File: src/hw/rtl/mff_pkg.sv
// shared types and constants of the message fragment framer
`timescale 1ns / 1ps

package mff_pkg;

   localparam int FRAME_BUFFER_BYTES = 64;
   localparam int CHUNK_W = 6;
   localparam int CHUNK_CAP_RAW = FRAME_BUFFER_BYTES - 12;
   localparam int CHUNK_CAP_INT = (CHUNK_CAP_RAW > 63) ? 63 :
                                  ((CHUNK_CAP_RAW < 1) ? 1 : CHUNK_CAP_RAW);
   localparam logic [CHUNK_W-1:0] CHUNK_CAP = CHUNK_W'(CHUNK_CAP_INT);

   localparam int CSR_DATA_W = 8;

   localparam logic [7:0] SYNC0_BYTE = 8'hBC;
   localparam logic [7:0] SYNC1_BYTE = 8'hCF;
   localparam logic [7:0] LEN_BIAS = 8'd6;

   localparam logic [CHUNK_W-1:0] CHUNK_LIMIT_RESET = 6'd52;
   localparam logic [7:0] FRAME_TYPE_RESET = 8'h00;

   typedef enum logic [0:0] {
      CSR_CHUNK_LIMIT = 1'b0,
      CSR_FRAME_TYPE  = 1'b1
   } csr_index_type;

   // one input byte as seen by the back end
   typedef struct packed {
      logic [7:0]  data;
      logic        hdr;
      logic        close;
      logic        last;
      logic [7:0]  len_byte;
      logic [15:0] id;
      logic [15:0] rep;
      logic [7:0]  total;
      logic [7:0]  index;
   } cmd_type;

endpackage

File: src/hw/rtl/mff_ifs.sv
// request and response channel interfaces of the framer
`timescale 1ns / 1ps

interface mff_req_if;
   logic        valid;
   logic        ready;
   logic [7:0]  data_byte;
   logic [7:0]  msg_len;
   logic [15:0] msg_id;
   logic [15:0] reported_len;

   modport source (output valid, data_byte, msg_len, msg_id, reported_len, input ready);
   modport sink (input valid, data_byte, msg_len, msg_id, reported_len, output ready);
endinterface

interface mff_rsp_if;
   logic       valid;
   logic       ready;
   logic [7:0] out_byte;
   logic       frame_end;
   logic       message_end;
   logic       run_end;

   modport source (output valid, out_byte, frame_end, message_end, run_end, input ready);
   modport sink (input valid, out_byte, frame_end, message_end, run_end, output ready);
endinterface

File: src/hw/rtl/mff_div.sv
// bit-serial restoring divider for the fragment count
`timescale 1ns / 1ps

module mff_div (
   input  logic                        clock,
   input  logic                        reset,
   input  logic                        start,
   input  logic [7:0]                  numer,
   input  logic [mff_pkg::CHUNK_W-1:0] denom,
   output logic                        done,
   output logic [7:0]                  quot
);
   import mff_pkg::*;

   logic                busy_ff, busy_in;
   logic                done_ff, done_in;
   logic [2:0]          cnt_ff, cnt_in;
   logic [CHUNK_W-1:0]  rem_ff, rem_in;
   logic [CHUNK_W-1:0]  den_ff, den_in;
   logic [7:0]          quot_ff, quot_in;
   logic [CHUNK_W:0]    trial;
   logic [CHUNK_W:0]    diff;
   logic                ge;

   always_comb begin
      trial   = {rem_ff, quot_ff[7]};
      ge      = (trial >= {1'b0, den_ff});
      diff    = trial - {1'b0, den_ff};
      busy_in = busy_ff;
      done_in = 1'b0;
      cnt_in  = cnt_ff;
      rem_in  = rem_ff;
      den_in  = den_ff;
      quot_in = quot_ff;
      if (start) begin
         busy_in = 1'b1;
         cnt_in  = 3'd0;
         rem_in  = '0;
         den_in  = denom;
         quot_in = numer;
      end else if (busy_ff) begin
         rem_in  = ge ? diff[CHUNK_W-1:0] : trial[CHUNK_W-1:0];
         quot_in = {quot_ff[6:0], ge};
         cnt_in  = cnt_ff + 3'd1;
         if (cnt_ff == 3'd7) begin
            busy_in = 1'b0;
            done_in = 1'b1;
         end
      end
   end

   always_ff @(posedge clock) begin
      if (reset) begin
         busy_ff <= 1'b0;
         done_ff <= 1'b0;
         cnt_ff  <= 3'd0;
      end else begin
         busy_ff <= busy_in;
         done_ff <= done_in;
         cnt_ff  <= cnt_in;
      end
      rem_ff  <= rem_in;
      den_ff  <= den_in;
      quot_ff <= quot_in;
   end

   assign done = done_ff;
   assign quot = quot_ff;

endmodule

File: src/hw/rtl/mff_front.sv
// front end: takes message bytes, tracks chunk and fragment position
`timescale 1ns / 1ps

module mff_front (
   input  logic                        clock,
   input  logic                        reset,
   mff_req_if.sink                     req_ch,
   input  logic [mff_pkg::CHUNK_W-1:0] chunk_limit,
   output logic                        q_push,
   output mff_pkg::cmd_type            q_cmd,
   input  logic                        q_full
);
   import mff_pkg::*;

   typedef enum logic [1:0] {
      ST_TAKE,
      ST_DIV,
      ST_PUSH
   } state_type;

   state_type          state_ff, state_in;
   logic [7:0]         data_ff, data_in;
   logic [7:0]         offset_ff, offset_in;
   logic [CHUNK_W-1:0] pos_ff, pos_in;
   logic [CHUNK_W-1:0] size_ff, size_in;
   logic [7:0]         index_ff, index_in;
   logic [7:0]         total_ff, total_in;
   logic [7:0]         len_ff, len_in;
   logic [CHUNK_W-1:0] chunk_ff, chunk_in;
   logic [15:0]        id_ff, id_in;
   logic [15:0]        rep_ff, rep_in;

   logic               accept;
   logic [7:0]         len_eff;
   logic [CHUNK_W-1:0] chunk_eff;
   logic               div_start;
   logic               div_done;
   logic [7:0]         div_quot;
   logic [7:0]         left;
   logic [CHUNK_W-1:0] size;
   logic [CHUNK_W-1:0] pos_next;
   logic [7:0]         offset_next;
   logic               hdr;
   logic               close;
   logic               last;

   assign req_ch.ready = (state_ff == ST_TAKE);
   assign accept       = req_ch.valid && req_ch.ready;

   always_comb begin
      len_eff = (req_ch.msg_len == 8'd0) ? 8'd1 : req_ch.msg_len;
      if (chunk_limit == '0) begin
         chunk_eff = CHUNK_W'(1);
      end else if (chunk_limit > CHUNK_CAP) begin
         chunk_eff = CHUNK_CAP;
      end else begin
         chunk_eff = chunk_limit;
      end
   end

   assign div_start = accept && (offset_ff == 8'd0);

   mff_div u_div (
      .clock (clock),
      .reset (reset),
      .start (div_start),
      .numer (len_eff - 8'd1),
      .denom (chunk_eff),
      .done  (div_done),
      .quot  (div_quot)
   );

   // command for the captured byte
   always_comb begin
      hdr         = (pos_ff == '0);
      left        = len_ff - offset_ff;
      if (hdr) begin
         size = (left < {2'b00, chunk_ff}) ? left[CHUNK_W-1:0] : chunk_ff;
      end else begin
         size = size_ff;
      end
      pos_next    = pos_ff + CHUNK_W'(1);
      offset_next = offset_ff + 8'd1;
      close       = (pos_next >= size);
      last        = close && (offset_next == len_ff);

      q_cmd.data     = data_ff;
      q_cmd.hdr      = hdr;
      q_cmd.close    = close;
      q_cmd.last     = last;
      q_cmd.len_byte = {2'b00, size} + LEN_BIAS;
      q_cmd.id       = id_ff;
      q_cmd.rep      = rep_ff;
      q_cmd.total    = total_ff;
      q_cmd.index    = index_ff;
   end

   assign q_push = (state_ff == ST_PUSH) && !q_full;

   always_comb begin
      state_in  = state_ff;
      data_in   = data_ff;
      offset_in = offset_ff;
      pos_in    = pos_ff;
      size_in   = size_ff;
      index_in  = index_ff;
      total_in  = total_ff;
      len_in    = len_ff;
      chunk_in  = chunk_ff;
      id_in     = id_ff;
      rep_in    = rep_ff;
      unique case (state_ff)
         ST_TAKE: begin
            if (accept) begin
               data_in = req_ch.data_byte;
               if (offset_ff == 8'd0) begin
                  len_in   = len_eff;
                  chunk_in = chunk_eff;
                  id_in    = req_ch.msg_id;
                  rep_in   = req_ch.reported_len;
                  pos_in   = '0;
                  index_in = 8'd0;
                  state_in = ST_DIV;
               end else begin
                  state_in = ST_PUSH;
               end
            end
         end
         ST_DIV: begin
            if (div_done) begin
               total_in = div_quot + 8'd1;
               state_in = ST_PUSH;
            end
         end
         ST_PUSH: begin
            if (!q_full) begin
               size_in = size;
               if (close) begin
                  pos_in    = '0;
                  index_in  = last ? 8'd0 : (index_ff + 8'd1);
                  offset_in = last ? 8'd0 : offset_next;
               end else begin
                  pos_in    = pos_next;
                  offset_in = offset_next;
               end
               state_in = ST_TAKE;
            end
         end
         default: state_in = ST_TAKE;
      endcase
   end

   always_ff @(posedge clock) begin
      if (reset) begin
         state_ff  <= ST_TAKE;
         offset_ff <= 8'd0;
         pos_ff    <= '0;
         size_ff   <= '0;
         index_ff  <= 8'd0;
         total_ff  <= 8'd0;
         len_ff    <= 8'd0;
         chunk_ff  <= '0;
      end else begin
         state_ff  <= state_in;
         offset_ff <= offset_in;
         pos_ff    <= pos_in;
         size_ff   <= size_in;
         index_ff  <= index_in;
         total_ff  <= total_in;
         len_ff    <= len_in;
         chunk_ff  <= chunk_in;
      end
      data_ff <= data_in;
      id_ff   <= id_in;
      rep_ff  <= rep_in;
   end

   a_div_done_in_div: assert property (@(posedge clock) disable iff (reset)
      div_done |-> (state_ff == ST_DIV))
      else $error("divider finished outside of its wait state");

   a_offset_in_message: assert property (@(posedge clock) disable iff (reset)
      (offset_ff != 8'd0) |-> (offset_ff < len_ff))
      else $error("byte offset ran past the message length");

   a_push_fills_chunk: assert property (@(posedge clock) disable iff (reset)
      (q_push && !close) |=> (pos_ff != '0))
      else $error("chunk position lost inside a chunk");

endmodule

File: src/hw/rtl/mff_queue.sv
// two-entry command queue between front and back end
`timescale 1ns / 1ps

module mff_queue (
   input  logic             clock,
   input  logic             reset,
   input  logic             push,
   input  mff_pkg::cmd_type push_cmd,
   output logic             full,
   output logic             pop_valid,
   input  logic             pop_ready,
   output mff_pkg::cmd_type pop_cmd
);
   import mff_pkg::*;

   logic [1:0] count_ff, count_in;
   cmd_type    slot0_ff, slot0_in;
   cmd_type    slot1_ff, slot1_in;
   logic       pop;

   assign full      = (count_ff == 2'd2);
   assign pop_valid = (count_ff != 2'd0);
   assign pop_cmd   = slot0_ff;
   assign pop       = pop_valid && pop_ready;

   always_comb begin
      slot0_in = slot0_ff;
      slot1_in = slot1_ff;
      count_in = count_ff;
      if (pop) begin
         slot0_in = slot1_ff;
      end
      if (push) begin
         if ((count_ff == 2'd0) || ((count_ff == 2'd1) && pop)) begin
            slot0_in = push_cmd;
         end else begin
            slot1_in = push_cmd;
         end
      end
      case ({push, pop})
         2'b10:   count_in = count_ff + 2'd1;
         2'b01:   count_in = count_ff - 2'd1;
         default: count_in = count_ff;
      endcase
   end

   always_ff @(posedge clock) begin
      if (reset) begin
         count_ff <= 2'd0;
      end else begin
         count_ff <= count_in;
      end
      slot0_ff <= slot0_in;
      slot1_ff <= slot1_in;
   end

   a_no_overflow: assert property (@(posedge clock) disable iff (reset)
      (push && !pop) |-> !full)
      else $error("command queue overflow");

endmodule

File: src/hw/rtl/mff_back.sv
// back end: emits frame bytes for each command, and fletcher-style sums (modulo 256) when a command closes a chunk
`timescale 1ns / 1ps

module mff_back (
   input  logic             clock,
   input  logic             reset,
   input  logic             q_valid,
   output logic             q_ready,
   input  mff_pkg::cmd_type q_cmd,
   input  logic [7:0]       frame_type,
   mff_rsp_if.source        rsp_ch
);
   import mff_pkg::*;

   typedef enum logic [3:0] {
      ST_IDLE,
      ST_SYNC0,
      ST_SYNC1,
      ST_TYPE,
      ST_LEN,
      ST_ID_LO,
      ST_ID_HI,
      ST_REP_LO,
      ST_REP_HI,
      ST_TOTAL,
      ST_INDEX,
      ST_DATA,
      ST_SUM0,
      ST_SUM1
   } state_type;

   state_type  state_ff, state_in;
   cmd_type    cmd_ff, cmd_in;
   logic [7:0] sum_low_ff, sum_low_in;
   logic [7:0] sum_high_ff, sum_high_in;
   logic       valid_ff, valid_in;
   logic [7:0] byte_ff, byte_in;
   logic       fe_ff, fe_in;
   logic       me_ff, me_in;
   logic       re_ff, re_in;

   logic       slot_free;
   logic       emit;
   logic [7:0] b;
   logic       summed;
   logic [7:0] base_low;
   logic [7:0] base_high;
   logic [7:0] new_low;

   assign q_ready   = (state_ff == ST_IDLE);
   assign slot_free = !valid_ff || rsp_ch.ready;
   assign emit      = (state_ff != ST_IDLE) && slot_free;

   always_comb begin
      summed = 1'b1;
      unique case (state_ff)
         ST_SYNC0: begin
            b      = SYNC0_BYTE;
            summed = 1'b0;
         end
         ST_SYNC1: begin
            b      = SYNC1_BYTE;
            summed = 1'b0;
         end
         ST_TYPE:   b = frame_type;
         ST_LEN:    b = cmd_ff.len_byte;
         ST_ID_LO:  b = cmd_ff.id[7:0];
         ST_ID_HI:  b = cmd_ff.id[15:8];
         ST_REP_LO: b = cmd_ff.rep[7:0];
         ST_REP_HI: b = cmd_ff.rep[15:8];
         ST_TOTAL:  b = cmd_ff.total;
         ST_INDEX:  b = cmd_ff.index;
         ST_DATA:   b = cmd_ff.data;
         ST_SUM0: begin
            b      = sum_low_ff;
            summed = 1'b0;
         end
         ST_SUM1: begin
            b      = sum_high_ff;
            summed = 1'b0;
         end
         default: begin
            b      = 8'd0;
            summed = 1'b0;
         end
      endcase
   end

   // sums restart at the type byte
   always_comb begin
      base_low  = (state_ff == ST_TYPE) ? 8'd0 : sum_low_ff;
      base_high = (state_ff == ST_TYPE) ? 8'd0 : sum_high_ff;
      new_low   = base_low + b;
   end

   always_comb begin
      state_in    = state_ff;
      cmd_in      = cmd_ff;
      sum_low_in  = sum_low_ff;
      sum_high_in = sum_high_ff;
      valid_in    = slot_free ? 1'b0 : valid_ff;
      byte_in     = byte_ff;
      fe_in       = fe_ff;
      me_in       = me_ff;
      re_in       = re_ff;
      if (state_ff == ST_IDLE) begin
         if (q_valid) begin
            cmd_in   = q_cmd;
            state_in = q_cmd.hdr ? ST_SYNC0 : ST_DATA;
         end
      end else if (emit) begin
         valid_in = 1'b1;
         byte_in  = b;
         fe_in    = (state_ff == ST_SUM1);
         me_in    = (state_ff == ST_SUM1) && cmd_ff.last;
         re_in    = (state_ff == ST_SUM1) || ((state_ff == ST_DATA) && !cmd_ff.close);
         if (summed) begin
            sum_low_in  = new_low;
            sum_high_in = base_high + new_low;
         end
         unique case (state_ff)
            ST_SYNC0:  state_in = ST_SYNC1;
            ST_SYNC1:  state_in = ST_TYPE;
            ST_TYPE:   state_in = ST_LEN;
            ST_LEN:    state_in = ST_ID_LO;
            ST_ID_LO:  state_in = ST_ID_HI;
            ST_ID_HI:  state_in = ST_REP_LO;
            ST_REP_LO: state_in = ST_REP_HI;
            ST_REP_HI: state_in = ST_TOTAL;
            ST_TOTAL:  state_in = ST_INDEX;
            ST_INDEX:  state_in = ST_DATA;
            ST_DATA:   state_in = cmd_ff.close ? ST_SUM0 : ST_IDLE;
            ST_SUM0:   state_in = ST_SUM1;
            ST_SUM1:   state_in = ST_IDLE;
            default:   state_in = ST_IDLE;
         endcase
      end
   end

   always_ff @(posedge clock) begin
      if (reset) begin
         state_ff    <= ST_IDLE;
         valid_ff    <= 1'b0;
         sum_low_ff  <= 8'd0;
         sum_high_ff <= 8'd0;
      end else begin
         state_ff    <= state_in;
         valid_ff    <= valid_in;
         sum_low_ff  <= sum_low_in;
         sum_high_ff <= sum_high_in;
      end
      cmd_ff  <= cmd_in;
      byte_ff <= byte_in;
      fe_ff   <= fe_in;
      me_ff   <= me_in;
      re_ff   <= re_in;
   end

   assign rsp_ch.valid       = valid_ff;
   assign rsp_ch.out_byte    = byte_ff;
   assign rsp_ch.frame_end   = fe_ff;
   assign rsp_ch.message_end = me_ff;
   assign rsp_ch.run_end     = re_ff;

   a_close_marks_frame_end: assert property (@(posedge clock) disable iff (reset)
      ((state_ff == ST_SUM1) && slot_free) |=> (valid_ff && fe_ff && re_ff))
      else $error("closing checksum byte lost its end marks");

   a_pop_only_when_idle: assert property (@(posedge clock) disable iff (reset)
      (q_valid && q_ready) |=> (state_ff == ST_SYNC0 || state_ff == ST_DATA))
      else $error("command taken without starting its byte sequence");

endmodule

File: src/hw/rtl/message_fragment_framer.sv
// top level of the message fragment framer
// A message enters one byte per transaction; msg_len, msg_id and reported_len are taken from
// the first byte only. The front end captures each byte and hands it to a two-entry command
// queue, waiting while it is full; a message's first byte also waits for the fragment count
// from an eight-step bit-serial divider. The back end emits one frame byte per cycle while
// the response side is ready, going idle between commands: a chunk-opening byte gives eleven
// bytes (header and data), a closing byte adds the two checksum bytes, so a transaction
// yields one to thirteen response bytes and response-side frame overhead sets the sustained
// rate. The chunk limit is sampled at each message start, frame_type at each frame header;
// the user must write both through the csr port while idle; the block does not enforce this.
`timescale 1ns / 1ps

module message_fragment_framer (
   input  logic                            clock,
   input  logic                            reset,
   mff_req_if.sink                         req_ch,
   mff_rsp_if.source                       rsp_ch,
   input  logic                            csr_we,
   input  mff_pkg::csr_index_type          csr_index,
   input  logic [mff_pkg::CSR_DATA_W-1:0]  csr_wdata
);
   import mff_pkg::*;

   logic [CHUNK_W-1:0] chunk_limit_ff, chunk_limit_in;
   logic [7:0]         frame_type_ff, frame_type_in;

   logic    q_push;
   logic    q_full;
   cmd_type push_cmd;
   logic    q_valid;
   logic    q_ready;
   cmd_type pop_cmd;

   always_comb begin
      chunk_limit_in = chunk_limit_ff;
      frame_type_in  = frame_type_ff;
      if (csr_we) begin
         unique case (csr_index)
            CSR_CHUNK_LIMIT: chunk_limit_in = csr_wdata[CHUNK_W-1:0];
            CSR_FRAME_TYPE:  frame_type_in  = csr_wdata[7:0];
            default:         chunk_limit_in = chunk_limit_ff;
         endcase
      end
   end

   always_ff @(posedge clock) begin
      if (reset) begin
         chunk_limit_ff <= CHUNK_LIMIT_RESET;
         frame_type_ff  <= FRAME_TYPE_RESET;
      end else begin
         chunk_limit_ff <= chunk_limit_in;
         frame_type_ff  <= frame_type_in;
      end
   end

   mff_front u_front (
      .clock       (clock),
      .reset       (reset),
      .req_ch      (req_ch),
      .chunk_limit (chunk_limit_ff),
      .q_push      (q_push),
      .q_cmd       (push_cmd),
      .q_full      (q_full)
   );

   mff_queue u_queue (
      .clock     (clock),
      .reset     (reset),
      .push      (q_push),
      .push_cmd  (push_cmd),
      .full      (q_full),
      .pop_valid (q_valid),
      .pop_ready (q_ready),
      .pop_cmd   (pop_cmd)
   );

   mff_back u_back (
      .clock      (clock),
      .reset      (reset),
      .q_valid    (q_valid),
      .q_ready    (q_ready),
      .q_cmd      (pop_cmd),
      .frame_type (frame_type_ff),
      .rsp_ch     (rsp_ch)
   );

endmodule
File: src/flat_wrapper.sv
// flat-port wrapper written by rule: the top's interface ports become plain ports
module message_fragment_framer_flat import mff_pkg::*;
  (clock, reset, csr_we, csr_index, csr_wdata, req_ch_valid, req_ch_data_byte, req_ch_msg_len, req_ch_msg_id, req_ch_reported_len, req_ch_ready, rsp_ch_valid, rsp_ch_out_byte, rsp_ch_frame_end, rsp_ch_message_end, rsp_ch_run_end, rsp_ch_ready);
  mff_req_if req_ch_i ();
  mff_rsp_if rsp_ch_i ();
  input  logic clock;
  input  logic reset;
  input  logic csr_we;
  input  mff_pkg::csr_index_type csr_index;
  input  logic [mff_pkg::CSR_DATA_W-1:0] csr_wdata;
  input wire logic [$bits(req_ch_i.valid)-1:0] req_ch_valid;
  input wire logic [$bits(req_ch_i.data_byte)-1:0] req_ch_data_byte;
  input wire logic [$bits(req_ch_i.msg_len)-1:0] req_ch_msg_len;
  input wire logic [$bits(req_ch_i.msg_id)-1:0] req_ch_msg_id;
  input wire logic [$bits(req_ch_i.reported_len)-1:0] req_ch_reported_len;
  output wire logic [$bits(req_ch_i.ready)-1:0] req_ch_ready;
  output wire logic [$bits(rsp_ch_i.valid)-1:0] rsp_ch_valid;
  output wire logic [$bits(rsp_ch_i.out_byte)-1:0] rsp_ch_out_byte;
  output wire logic [$bits(rsp_ch_i.frame_end)-1:0] rsp_ch_frame_end;
  output wire logic [$bits(rsp_ch_i.message_end)-1:0] rsp_ch_message_end;
  output wire logic [$bits(rsp_ch_i.run_end)-1:0] rsp_ch_run_end;
  input wire logic [$bits(rsp_ch_i.ready)-1:0] rsp_ch_ready;
  assign req_ch_i.valid = req_ch_valid;
  assign req_ch_i.data_byte = req_ch_data_byte;
  assign req_ch_i.msg_len = req_ch_msg_len;
  assign req_ch_i.msg_id = req_ch_msg_id;
  assign req_ch_i.reported_len = req_ch_reported_len;
  assign req_ch_ready = req_ch_i.ready;
  assign rsp_ch_valid = rsp_ch_i.valid;
  assign rsp_ch_out_byte = rsp_ch_i.out_byte;
  assign rsp_ch_frame_end = rsp_ch_i.frame_end;
  assign rsp_ch_message_end = rsp_ch_i.message_end;
  assign rsp_ch_run_end = rsp_ch_i.run_end;
  assign rsp_ch_i.ready = rsp_ch_ready;
  message_fragment_framer u_core (.clock(clock), .reset(reset), .req_ch(req_ch_i), .rsp_ch(rsp_ch_i), .csr_we(csr_we), .csr_index(csr_index), .csr_wdata(csr_wdata));
endmodule
File: config.mk
export PLATFORM = sky130hd
export DESIGN_NAME = message_fragment_framer_flat
export DESIGN_NICKNAME = d
export VERILOG_FILES = /design/src/hw/rtl/mff_pkg.sv /design/src/hw/rtl/mff_ifs.sv /design/src/hw/rtl/mff_div.sv /design/src/hw/rtl/mff_front.sv /design/src/hw/rtl/mff_queue.sv /design/src/hw/rtl/mff_back.sv /design/src/hw/rtl/message_fragment_framer.sv /design/src/flat_wrapper.sv
export SDC_FILE = /design/constraint.sdc
export NUM_CORES = 1
export LEC_CHECK = 0
export BUFFER_PORTS_ARGS = -buffer_cell sky130_fd_sc_hd__buf_2
export CORE_AREA = 2 2 192 194
export CTS_CLUSTER_DIAMETER = 120
export DETAILED_ROUTE_END_ITERATION = 7
export DIE_AREA = 0 0 194 196
export HOLD_SLACK_MARGIN = 0.02
export SYNTH_ARGS = -nofsm -noshare
export SYNTH_HDL_FRONTEND = slang
export SYNTH_SLANG_ARGS = --single-unit
File: constraint.sdc
create_clock -name clock -period 5.13 [get_ports clock]
set_clock_uncertainty 0.05 [all_clocks]
set_input_delay 0.2565 -clock clock [delete_from_list [all_inputs] [get_ports clock]]
set_output_delay 0.2565 -clock clock [all_outputs]
set_load 0.1 [all_outputs]
* Yosys cells after proc, flatten, opt, wreduce, memory -nomap -nowiden *
Index checks and enable logic that the tools add are counted.

cells by class
  add/sub/neg operators = 13
  $mul = 0
  divide/modulo/power cells = 0
  magnitude comparators = 4
  equality and inequality tests = 27
  shifts and indexed selects = 0
  muxes and demuxes = 47
  bitwise operators = 5
  reductions and logical operators = 45

operator list
  operator                                        count
  2-to-1 mux 67 bit                               3
  case mux 8 bit (13 select lines)                1
  2-to-1 mux 8 bit                                12
  2-to-1 mux 6 bit                                9
  case mux 4 bit (12 select lines)                1
  adder 8 x 1 -> 8 bit (second input constant)    3
  == test 4 bit (second input constant)           6
  2-to-1 mux 4 bit                                5
  AND reduction 2 bit                             9
  adder 8 bit                                     2
  == test 4 x 3 -> 1 bit (second input constant)  4
  logical NOT 8 bit                               2
  case mux 8 bit (2 select lines)                 1
  logical NOT 6 bit                               2
  case mux 6 bit (2 select lines)                 1
  nonzero test 2 bit                              5
  logical AND 1 bit                               9
  AND reduction 3 bit                             3
  OR reduction 9 bit                              1
  == test 4 x 2 -> 1 bit (second input constant)  2
  == test 8 bit                                   1
  less-than comparator 8 x 6 -> 1 bit             1
  2-to-1 mux 1 bit                                8
  2-to-1 mux 2 bit                                4
  29 further kinds                                46

word-level totals
  bits in registers = 365
  bits in latches = 0
  memory bits (writable) = 0
  memory bits (read-only) = 0
  bits of input ports = 62
  output and inout port bits = 13
  logic and storage cells = 195
  memories kept = 0

* Longest topological paths before layout *
Gate-level depths: netlist of run 1.

  depth in word-level cells = 10
  gate-level depth with buffers = 26
  gate-level depth less buffers = 24

* By module *
From an unflattened synthesis of run 1, not the netlist that was laid out.

second synthesis, totals
  cell total of the unflattened synthesis = 1392
  area total of the unflattened synthesis = 16683.5 um2

by module, submodules not included
  module                   instances  cells each  area an instance (um2)  sequential area each (um2)
  mff_queue                1          305         5200.0                  3393.3
  mff_front                1          501         4800.9                  2242.2
  mff_back                 1          410         4757.1                  2732.6
  mff_div                  1          116         1310.0                  640.6
  message_fragment_framer  1          60          615.6                   280.3

* Worst setup path after synthesis of run 1 *
No wires, ideal clock.

  path type = register to register
  start point = register u_core.u_front.offset_ff[2]
  end point = register u_core.u_front.index_ff[0]
  library setup time = 0.121 ns
  arrival time = 5.439 ns
  required time = 4.959 ns
  setup slack = -0.479 ns
  cell stages (with the launch flop) = 27
  path buffers = 3
  period minus slack after synthesis = 5.609 ns
  path through = dfxtp_1 > clkbuf_1 > inv_1 > ha_1 > o211ai_1 > a21oi_1 > a211oi_1 > xnor2_1 > ha_1 > a221oi_1 > nand3_1 > or3_1 > buf_6 > nor2_1 > a211oi_1 > a21oi_1 > inv_1 > ha_1 > nand2b_1 > a2111oi_0 > nor3_1 > maj3_1 > a21o_1 > nor3_2 > buf_2 > nor2_1 > mux2_2

on the way
  cells in the longest elaborated chain, start to end = 10
  elaborated cells between the ends (all ways) = 16
  those cells by class = add/sub (2); order compare (2); eq/ne (3); mux (6); reduce/logical (3)

RTL lines
  what                                 RTL line          RTL
  from (decl)                          mff_front.sv:23   logic [7:0] offset_ff, offset_in;
  from (signal assigned)               mff_front.sv:165  offset_ff <= offset_in;
  subtractor 8 bit                     mff_front.sv:76   left = len_ff - offset_ff;
  less-than comparator 8 x 6 -> 1 bit  mff_front.sv:78   size = (left < {2'b00, chunk_ff}) ? left[CHUNK_W-1:0] : chunk_ff;
  2-to-1 mux 6 bit                     mff_front.sv:78
  2-to-1 mux 6 bit                     mff_front.sv:77   if (hdr) begin
  greater-or-equal comparator 6 bit    mff_front.sv:84   close = (pos_next >= size);
  logical AND 1 bit                    mff_front.sv:85   last = close && (offset_next == len_ff);
  2-to-1 mux 8 bit                     mff_front.sv:140  index_in = last ? 8'd0 : (index_ff + 8'd1);
  2-to-1 mux 8 bit                     mff_front.sv:138  if (close) begin
  2-to-1 mux 8 bit                     mff_front.sv:136  if (!q_full) begin
  case mux 8 bit (2 select lines)      mff_front.sv:112  unique case (state_ff)
  to (signal assigned)                 mff_front.sv:168  index_ff <= index_in;
  to (decl)                            mff_front.sv:26   logic [7:0] index_ff, index_in;

Parallel ways exist; a longest one is shown, timed or not. The select of a mux whose other input is x is not followed.
A chain may end at the register's enable or synchronous reset.

* Final worst setup path of run 1 *
  start point = register u_core.u_front.offset_ff[2]
  end point = register u_core.u_front.index_ff[7]

The elaborated chain is that of the path after synthesis.

==> results.cfg, run 1 <==
[outcome]
status = finished, violations left
failed_checks = negative setup slack

[power]
switchingPower_w = 0.004506
p_comb_share_pct = 39.9
p_int_w = 0.007918
p_sw_share_pct = 36.27
seq_power_share_pct = 37.4
p_leak_nw = 7.120
power_density_mw_per_mm2 = 637.6
ir_drop_mv = 0.4568
p_clk_share_pct = 22.7

[layout]
drive_above_1_share_pct = 17.01
finalNonFillerCells = 2132
nNetsFinal = 1751
antenna_cells = 0
area_delta_synth_final_pct = 22.25

[clock_tree]
clk_latency_ns = 0.56
clock-sinks = 364
cts_buffer_depth = 3
cts_tree = done
clk_pin_slew_ns = 0.06
cts_made_buffers = 39
cts_root_buf = clkbuf_16
h-tree-depth = 2

[synthesis]
yosysUniqueCellTypes = 78
ys_seq_elements = 364
syn-cell-area_sq_mm = 0.01594
synth-edff-count = 197
yosys.area_share.simple_pct = 13.26
syn_nets = 1571
synth_compound_gate_area_share_pct = 12.47
synth_top_family_by_area = simple AND/OR/NAND/NOR gates
synth_warnings = 0
synth-async-reset-ratio_pct = 0
syn_inst = 1454
ys_seq_area_share_pct = 58.09
syn_avg_cell_area_sq_um = 10.96
synthMuxAreaShare_pct = 5.801
yosys_most_used_dff = edfxtp_1
synthXorXnorAreaFrac_pct = 2.677
synth_adder_area_share_pct = 4.569

[hold_path]
min_from = rsp_ch_ready
hold_depth = 3
min_path_type = primary input to register

[flow_run]
maxCapViolations = 0

[setup_path]
worstPathArrival_ns = 5.55
reg2reg_to = u_core.u_front.index_ff[7]
cp.required_ns = 5.52
ff2ff_path_depth = 27
path_class = register to register
r2r_slack_ns = -0.04
start_kind = register
critPathMaxFanout = 6
endpoint_kind = register
r2r_start = u_core.u_front.offset_ff[2]

[timing]
fin_crit_sh_pct = 100.7
worstMarginPinSlew_ns = 1.222
max-slew-margin-rel_pct = 18.28
tns_ns = -0.06157
fmax_mhz = 193.6
hold_viol = 0
finalSetupViolCount = 3
fin_crit_ns = 5.166
fin_ws_ns = -0.03575
rsz0062_at_grt = yes
report.final.slew_viol_count = 0

[placement]
numPlacedInstances = 1976
dpl.hpwl_microns = 25140
gp_congestion = 0.8812
io_buffer_count = 74

[global_routing]
grt.total_usage_pct = 19.54
grt_pass1_wl_microns = 58880
grt_max_degree = 64
antenna_found_initial = 0
grt_pass1_vias = 10986
grt-ovfl-total = 0

[drt]
drc_errors = 0
wire_per_inst_microns = 17.64
ant_nets = 0
route.final.wire_length_microns = 37620
dr.pass1.iters = 5
drt-initial-drc-count = 706
vias = 11374
avgViaCountPerCell = 5.335

[floorplan]
start_util_pct = 44.17
dieHeight_microns = 196
core_sq_mm = 0.03608
dieArea_sq_mm = 0.03802
ios = 75
rows = 70
die_w_microns = 194
[cell usage after synthesis, types with 8 or more instances]
cell	n	area (sq um)
a211oi_1	30	225.2
a21o_1	11	82.58
a21oi_1	91	455.4
a22oi_1	11	82.58
a32oi_1	8	70.07
and2_1	8	50.05
buf_1	10	37.54
clkbuf_1	58	217.7
dfxtp_1	167	3343
edfxtp_1	197	5916
ha_1	51	638.1
inv_1	54	202.7
mux2i_1	83	830.8
nand2_1	181	679.4
nand2b_1	16	100.1
nand3_1	36	180.2
nor2_1	102	382.9
nor2b_1	32	200.2
nor3_1	23	115.1
o211ai_1	11	82.58
o21ai_0	93	465.5
xnor2_1	29	254.0
xor2_1	17	148.9
[power by group through the flow]
stage	Clock (W)	Sequential, W	Combinational [W]
after global routing	0.00301	0.00473	0.00541
after detailed placement	0	0.00470	0.00417
final	0.00281	0.00465	0.00496
after global placement	0	0.00469	0.00410
after CTS	0.00289	0.00465	0.00451
after floorplan	0	0.00481	0.00281
[placed cells by master (no fill, tap or decap), types with 9 or more instances in the layout]
master           n
a22oi_1         10
nor2_1          97
inv_2            9
dfxtp_1        162
edfxtp_1       197
buf_2           74
a211oi_1        25
nor3_1          21
nand2_1        180
mux2i_1         83
ha_1            44
o211ai_1        11
dlygate4sd3_1   62
o21ai_0         92
clkbuf_16       42
inv_1           45
buf_6           12
nor2b_1         32
buf_4           61
a21o_1          11
a21oi_1         84
xnor2_1         28
nand3_1         33
xor2_1          17
clkbuf_1        15
nand2b_1        15
[area by class of cell]
class / instances / area [sq um]
fillers: 3143 / 16600
flip-flops and latches: 364 / 9265
multi-input cells: 961 / 6495
repair buffers: 212 / 1644
clock buffers: 59 / 1135
well taps: 468 / 585.6
inverters: 56 / 212.7
clock inverters: 12 / 147.6
[routing by layer]
metal | track usage [%] | share of wire [%] | vias up | routed length (microns)
li1 | - | - | 5612 | -
met1 | 26.88 | 47 | 5452 | 17670
met2 | 31.21 | 46 | 249 | 17230
met3 | 3.679 | 4.5 | 61 | 1702
met4 | 6.453 | 2.7 | 0 | 1018
met5 | 0 | 0 | - | 0
[worst max-delay path: stages (launching register included)]
cell and delay [ns]:
dfxtp_2 0.35, inv_4 0.04, ha_4 0.21, o211ai_1 0.20
a21oi_2 0.08, a211oi_2 0.27, xnor2_2 0.12, ha_1 0.35
a221oi_2 0.27, nand3_1 0.13, buf_4 0.16, nor3_4 0.25
buf_6 0.14, buf_6 0.10, nand2_4 0.04, a211oi_2 0.28
a21oi_2 0.09, ha_4 0.27, nor3_1 0.05, nor3_2 0.19
nand2_1 0.14, a2111oi_4 0.32, buf_4 0.19, o31ai_4 0.07
buf_6 0.17, buf_6 0.13, and4_1 0.17, a211o_1 0.21
[per-stage QoR]
stage                     setup WS [ns]  total power [W]  util (%)  area, sq um  hold slack [ns]
after floorplan                 0.02299         0.007622         -        16010           0.3054
after global routing            -0.2627          0.01315     54.00        19480          0.08486
after CTS                       0.02190          0.01206     53.28        19220          0.06141
final                          -0.03575          0.01242     54.00        19480          0.06724
after detailed placement        -0.1901         0.008872     47.44        17120           0.3611
after global placement         -0.05747         0.008790     47.44        17120           0.3572
[sequential cells by signal, summed over array words and instances, names as in the netlist, 8 cells and up, named ones only]
register	cells
u_core.frame_type_ff	8
u_core.u_back.cmd_ff	66
u_core.u_back.rsp_ch.out_byte	8
u_core.u_back.sum_high_ff	8
u_core.u_back.sum_low_ff	8
u_core.u_front.data_ff	8
u_core.u_front.id_ff	16
u_core.u_front.index_ff	8
u_core.u_front.len_ff	8
u_core.u_front.offset_ff	8
u_core.u_front.rep_ff	16
u_core.u_front.total_ff	8
u_core.u_front.u_div.quot	8
u_core.u_queue.pop_cmd	67
u_core.u_queue.slot1_ff	66
[what timing repair did]
item / CTS / global route
resized for setup: 18 / 55
setup buffers: 13 / 10
hold endpoints to repair: 62 / 0
hold buffers: 62 / 0
cloned: 1 / 1
pin swaps: 22 / 50
endpoints found under the setup margin: 23 / 26
[how the worst max path moves through the flow]
stage / start / end / slack [ns]
after floorplan: u_core.u_front.offset_ff[0] / u_core.u_front.index_ff[0] / 0.02
after global routing: u_core.u_front.offset_ff[2] / u_core.u_front.index_ff[7] / -0.26
after detailed placement: u_core.u_front.len_ff[0] / u_core.u_front.index_ff[0] / -0.19
after CTS: u_core.u_front.len_ff[0] / u_core.u_front.index_ff[7] / 0.02
final: u_core.u_front.offset_ff[2] / u_core.u_front.index_ff[7] / -0.04
after global placement: u_core.u_front.len_ff[0] / u_core.u_front.index_ff[0] / -0.06
[cell families (layout without fill, tap and decap cells)]
group	Yosys count	after routing
xor+xnor	47	47
buf+inv	129	339
fa+ha+maj	56	56
flops	364	364
mux	90	90
compound gates	316	316
simple gates	452	452
Power figures use the tool's default switching activity.
==> run 2, diff against run 1 <==
--- a/config.mk
+++ b/config.mk
@@ -6,11 +6,13 @@
 export NUM_CORES = 1
 export LEC_CHECK = 0
 export BUFFER_PORTS_ARGS = -buffer_cell sky130_fd_sc_hd__buf_2
-export CORE_AREA = 2 2 192 194
+export CORE_AREA = 2 2 186 188
 export CTS_CLUSTER_DIAMETER = 120
 export DETAILED_ROUTE_END_ITERATION = 7
-export DIE_AREA = 0 0 194 196
+export DIE_AREA = 0 0 188 190
 export HOLD_SLACK_MARGIN = 0.02
+export PLACE_DENSITY = 0.69
 export SYNTH_ARGS = -nofsm -noshare
 export SYNTH_HDL_FRONTEND = slang
+export SYNTH_HIERARCHICAL = 1
 export SYNTH_SLANG_ARGS = --single-unit
==> results.cfg, run 2 <==
[synthesis]
synth_warnings = 6
yosys.area.top_type = edfxtp_1
yosys_most_used_dff = edfxtp_1
synthTopCellsByArea = edfxtp_1 (36%), dfxtp_1 (20%), mux2_2 (9.4%)
syn_avg_cell_area_sq_um = 11.99
yosysMostFrequentCell = edfxtp_1
ys_seq_elements = 365
syn_inst = 1392
syn-cell-area_sq_mm = 0.01668
synth_common_cells = edfxtp_1 (198), dfxtp_1 (167), mux2_2 (140), nand2_1 (97), nor2_1 (91)
yosysUniqueCellTypes = 86
syn_nets = 1509
ys_seq_area_share_pct = 55.68
synth-edff-count = 198
synth-async-reset-ratio_pct = 0
synth_top_area_share_pct = 35.64

[global_routing]
grt_pass1_vias = 10686
grt.total_usage_pct = 20.03
grt_max_degree = 77
grt_pass1_wl_microns = 57040
antenna_found_initial = 0
grt-ovfl-total = 0

[timing]
finalSetupViolCount = 0
max-slew-margin-rel_pct = 28.61
tns_ns = 0
fmax_mhz = 202.6
fin_crit_ns = 4.937
report.final.slew_viol_count = 0
hold_viol = 0
worstMarginPinSlew_ns = 1.071
fin_crit_sh_pct = 96.24

[clock_tree]
cts_buffer_depth = 3
h-tree-depth = 2
cts_made_buffers = 40
cts_tree = done
clk_latency_ns = 0.54
cts_root_buf = clkbuf_16
clk_pin_slew_ns = 0.06
clock-sinks = 365

[setup_path]
endpoint_kind = register
r2r_slack_ns = 0.19
reg2reg_to = u_core/u_front/pos_ff[5]
critPathMaxFanout = 6
crit_buf_inv = 5
cpMaxStageDelayCell = fa_2
worstPathArrival_ns = 5.30
r2r_start = u_core/u_front/len_ff[0]
cp.required_ns = 5.49
crit_family = compound AO/OA/AOI/OAI gates
cp.depth = 27
path_class = register to register
start_kind = register
slowest_delay_ns = 0.41
ff2ff_path_depth = 27

[placement]
gp_congestion = 0.8892
dpl.hpwl_microns = 24030
io_buffer_count = 74

[hold_path]
min_path_type = primary input to register
whs_endpoint = u_core/frame_type_ff[6]
hold_depth = 3
min_from = csr_index

[drt]
dr.pass1.iters = 5
route.final.wire_length_microns = 35830
drt-initial-drc-count = 814
avgViaCountPerCell = 5.397
ant_nets = 0
wire_per_inst_microns = 17.76
drc_errors = 0
vias = 10892

[layout]
drive_above_1_share_pct = 24.25
layout_commonest_cell = edfxtp_1
antenna_cells = 0
final_cell_mix = edfxtp_1 (198), dfxtp_1 (165), mux2_2 (139)
nNetsFinal = 1648
area_delta_synth_final_pct = 17.05

[flow_run]
maxCapViolations = 0

[floorplan]
rows = 68
core_sq_mm = 0.03395
die_w_microns = 188
start_util_pct = 49.14
dieHeight_microns = 190
dieArea_sq_mm = 0.03572
ios = 75

[power]
p_leak_nw = 7.498
power_density_mw_per_mm2 = 527.8
ir_drop_mv = 0.5317
finalPower_w = 0.01031

[outcome]
status = complete, no violations
[run 2: changes by cell type after synthesis, sizes merged, moves of 9 or more]
cell,before,now
mux2,6,159
nand2,182,97
o21ai,95,36
mux2i,83,32
buf,15,46
clkbuf,58,34
a21oi,92,74
nor3,25,12
nor2,102,92
a211oi,31,22
nand2b,16,25
[run 2: report_power, final]
group / total, W / leakage (nW) / internal [W] / switching (W)
Clock: 0.00271 / 0.592 / 0.00157 / 0.00115
Combinational: 0.00335 / 3.70 / 0.00153 / 0.00181
Sequential: 0.00425 / 3.21 / 0.00389 / 0.000354
[run 2: repair_timing]
action	CTS	global route
cloned	0	0
resized for setup	1	24
setup buffers	0	11
setup endpoints to repair	2	26
hold buffers	57	0
endpoints found under the hold margin	64	0
pin swaps	0	14
[run 2: how the worst max path moves through the flow]
| stage | startpoint | end | slack, ns |
|---|---|---|---|
| after detailed placement | u_core/u_front/len_ff[0] | u_core/u_front/pos_ff[3] | -0.04 |
| after global routing | u_core/u_front/len_ff[0] | u_core/u_front/pos_ff[3] | -0.03 |
| after CTS | u_core/u_front/len_ff[0] | u_core/u_front/pos_ff[3] | 0.005 |
| after global placement | u_core/u_front/len_ff[0] | u_core/u_front/pos_ff[3] | 0.13 |
| after floorplan | u_core/u_front/offset_ff[0] | u_core/u_queue/pop_cmd[56] | 0.20 |
| final | u_core/u_front/len_ff[0] | u_core/u_front/pos_ff[5] | 0.19 |
[run 2: logic make-up (layout without fill, tap and decap cells)]
group	Yosys count	count (layout)	synth area share, %
AO/OA/AOI/OAI	248	248	10.34
other	1	1	0.02248
XOR/XNOR	49	49	2.617
multiplexers	191	191	13.08
adder cells (fa/ha/maj)	55	55	4.305
flip-flops	365	365	55.68
AND/OR/NAND/NOR	346	346	10.16
buffers and inverters	137	308	3.795
[run 2: metrics by stage]
step	util [%]	worst slack (ns)	hold WS, ns	std cells	area [sq um]
after floorplan	-	0.1950	0.2789	1392	16680
after global placement	51.62	0.1348	0.3539	1876	17520
after detailed placement	51.62	-0.03673	0.3586	1876	17520
after CTS	57.00	0.004628	0.03115	2007	19350
after global routing	57.53	-0.03370	0.04840	2018	19530
final	57.53	0.1931	0.05185	2018	19530
[run 2: layer usage]
| layer | part of all wire, % | vias to the layer above | wire length [microns] | GRT usage (%) |
|---|---|---|---|---|
| met2 | 47 | 254 | 16820 | 32.57 |
| met4 | 2.6 | 0 | 949 | 6.148 |
| met3 | 4.9 | 61 | 1751 | 2.915 |
| met1 | 46 | 5226 | 16320 | 27.84 |
| met5 | 0 | - | 0 | 0 |
| li1 | - | 5351 | - | - |
[run 2: cell type report]
cell class	instances	area [sq um]
fillers	2758	14420
repair buffers	177	1343
flip-flops and latches	365	9291
clock inverters	13	141.4
clock buffers	61	1110
multi-input cells	890	6859
well taps	455	569.3
inverters	57	215.2
[run 2: tightest hold or removal path, stage by stage]
cell and delay (ns):
buf_2 0.17, nand3_1 0.11, a21oi_2 0.05
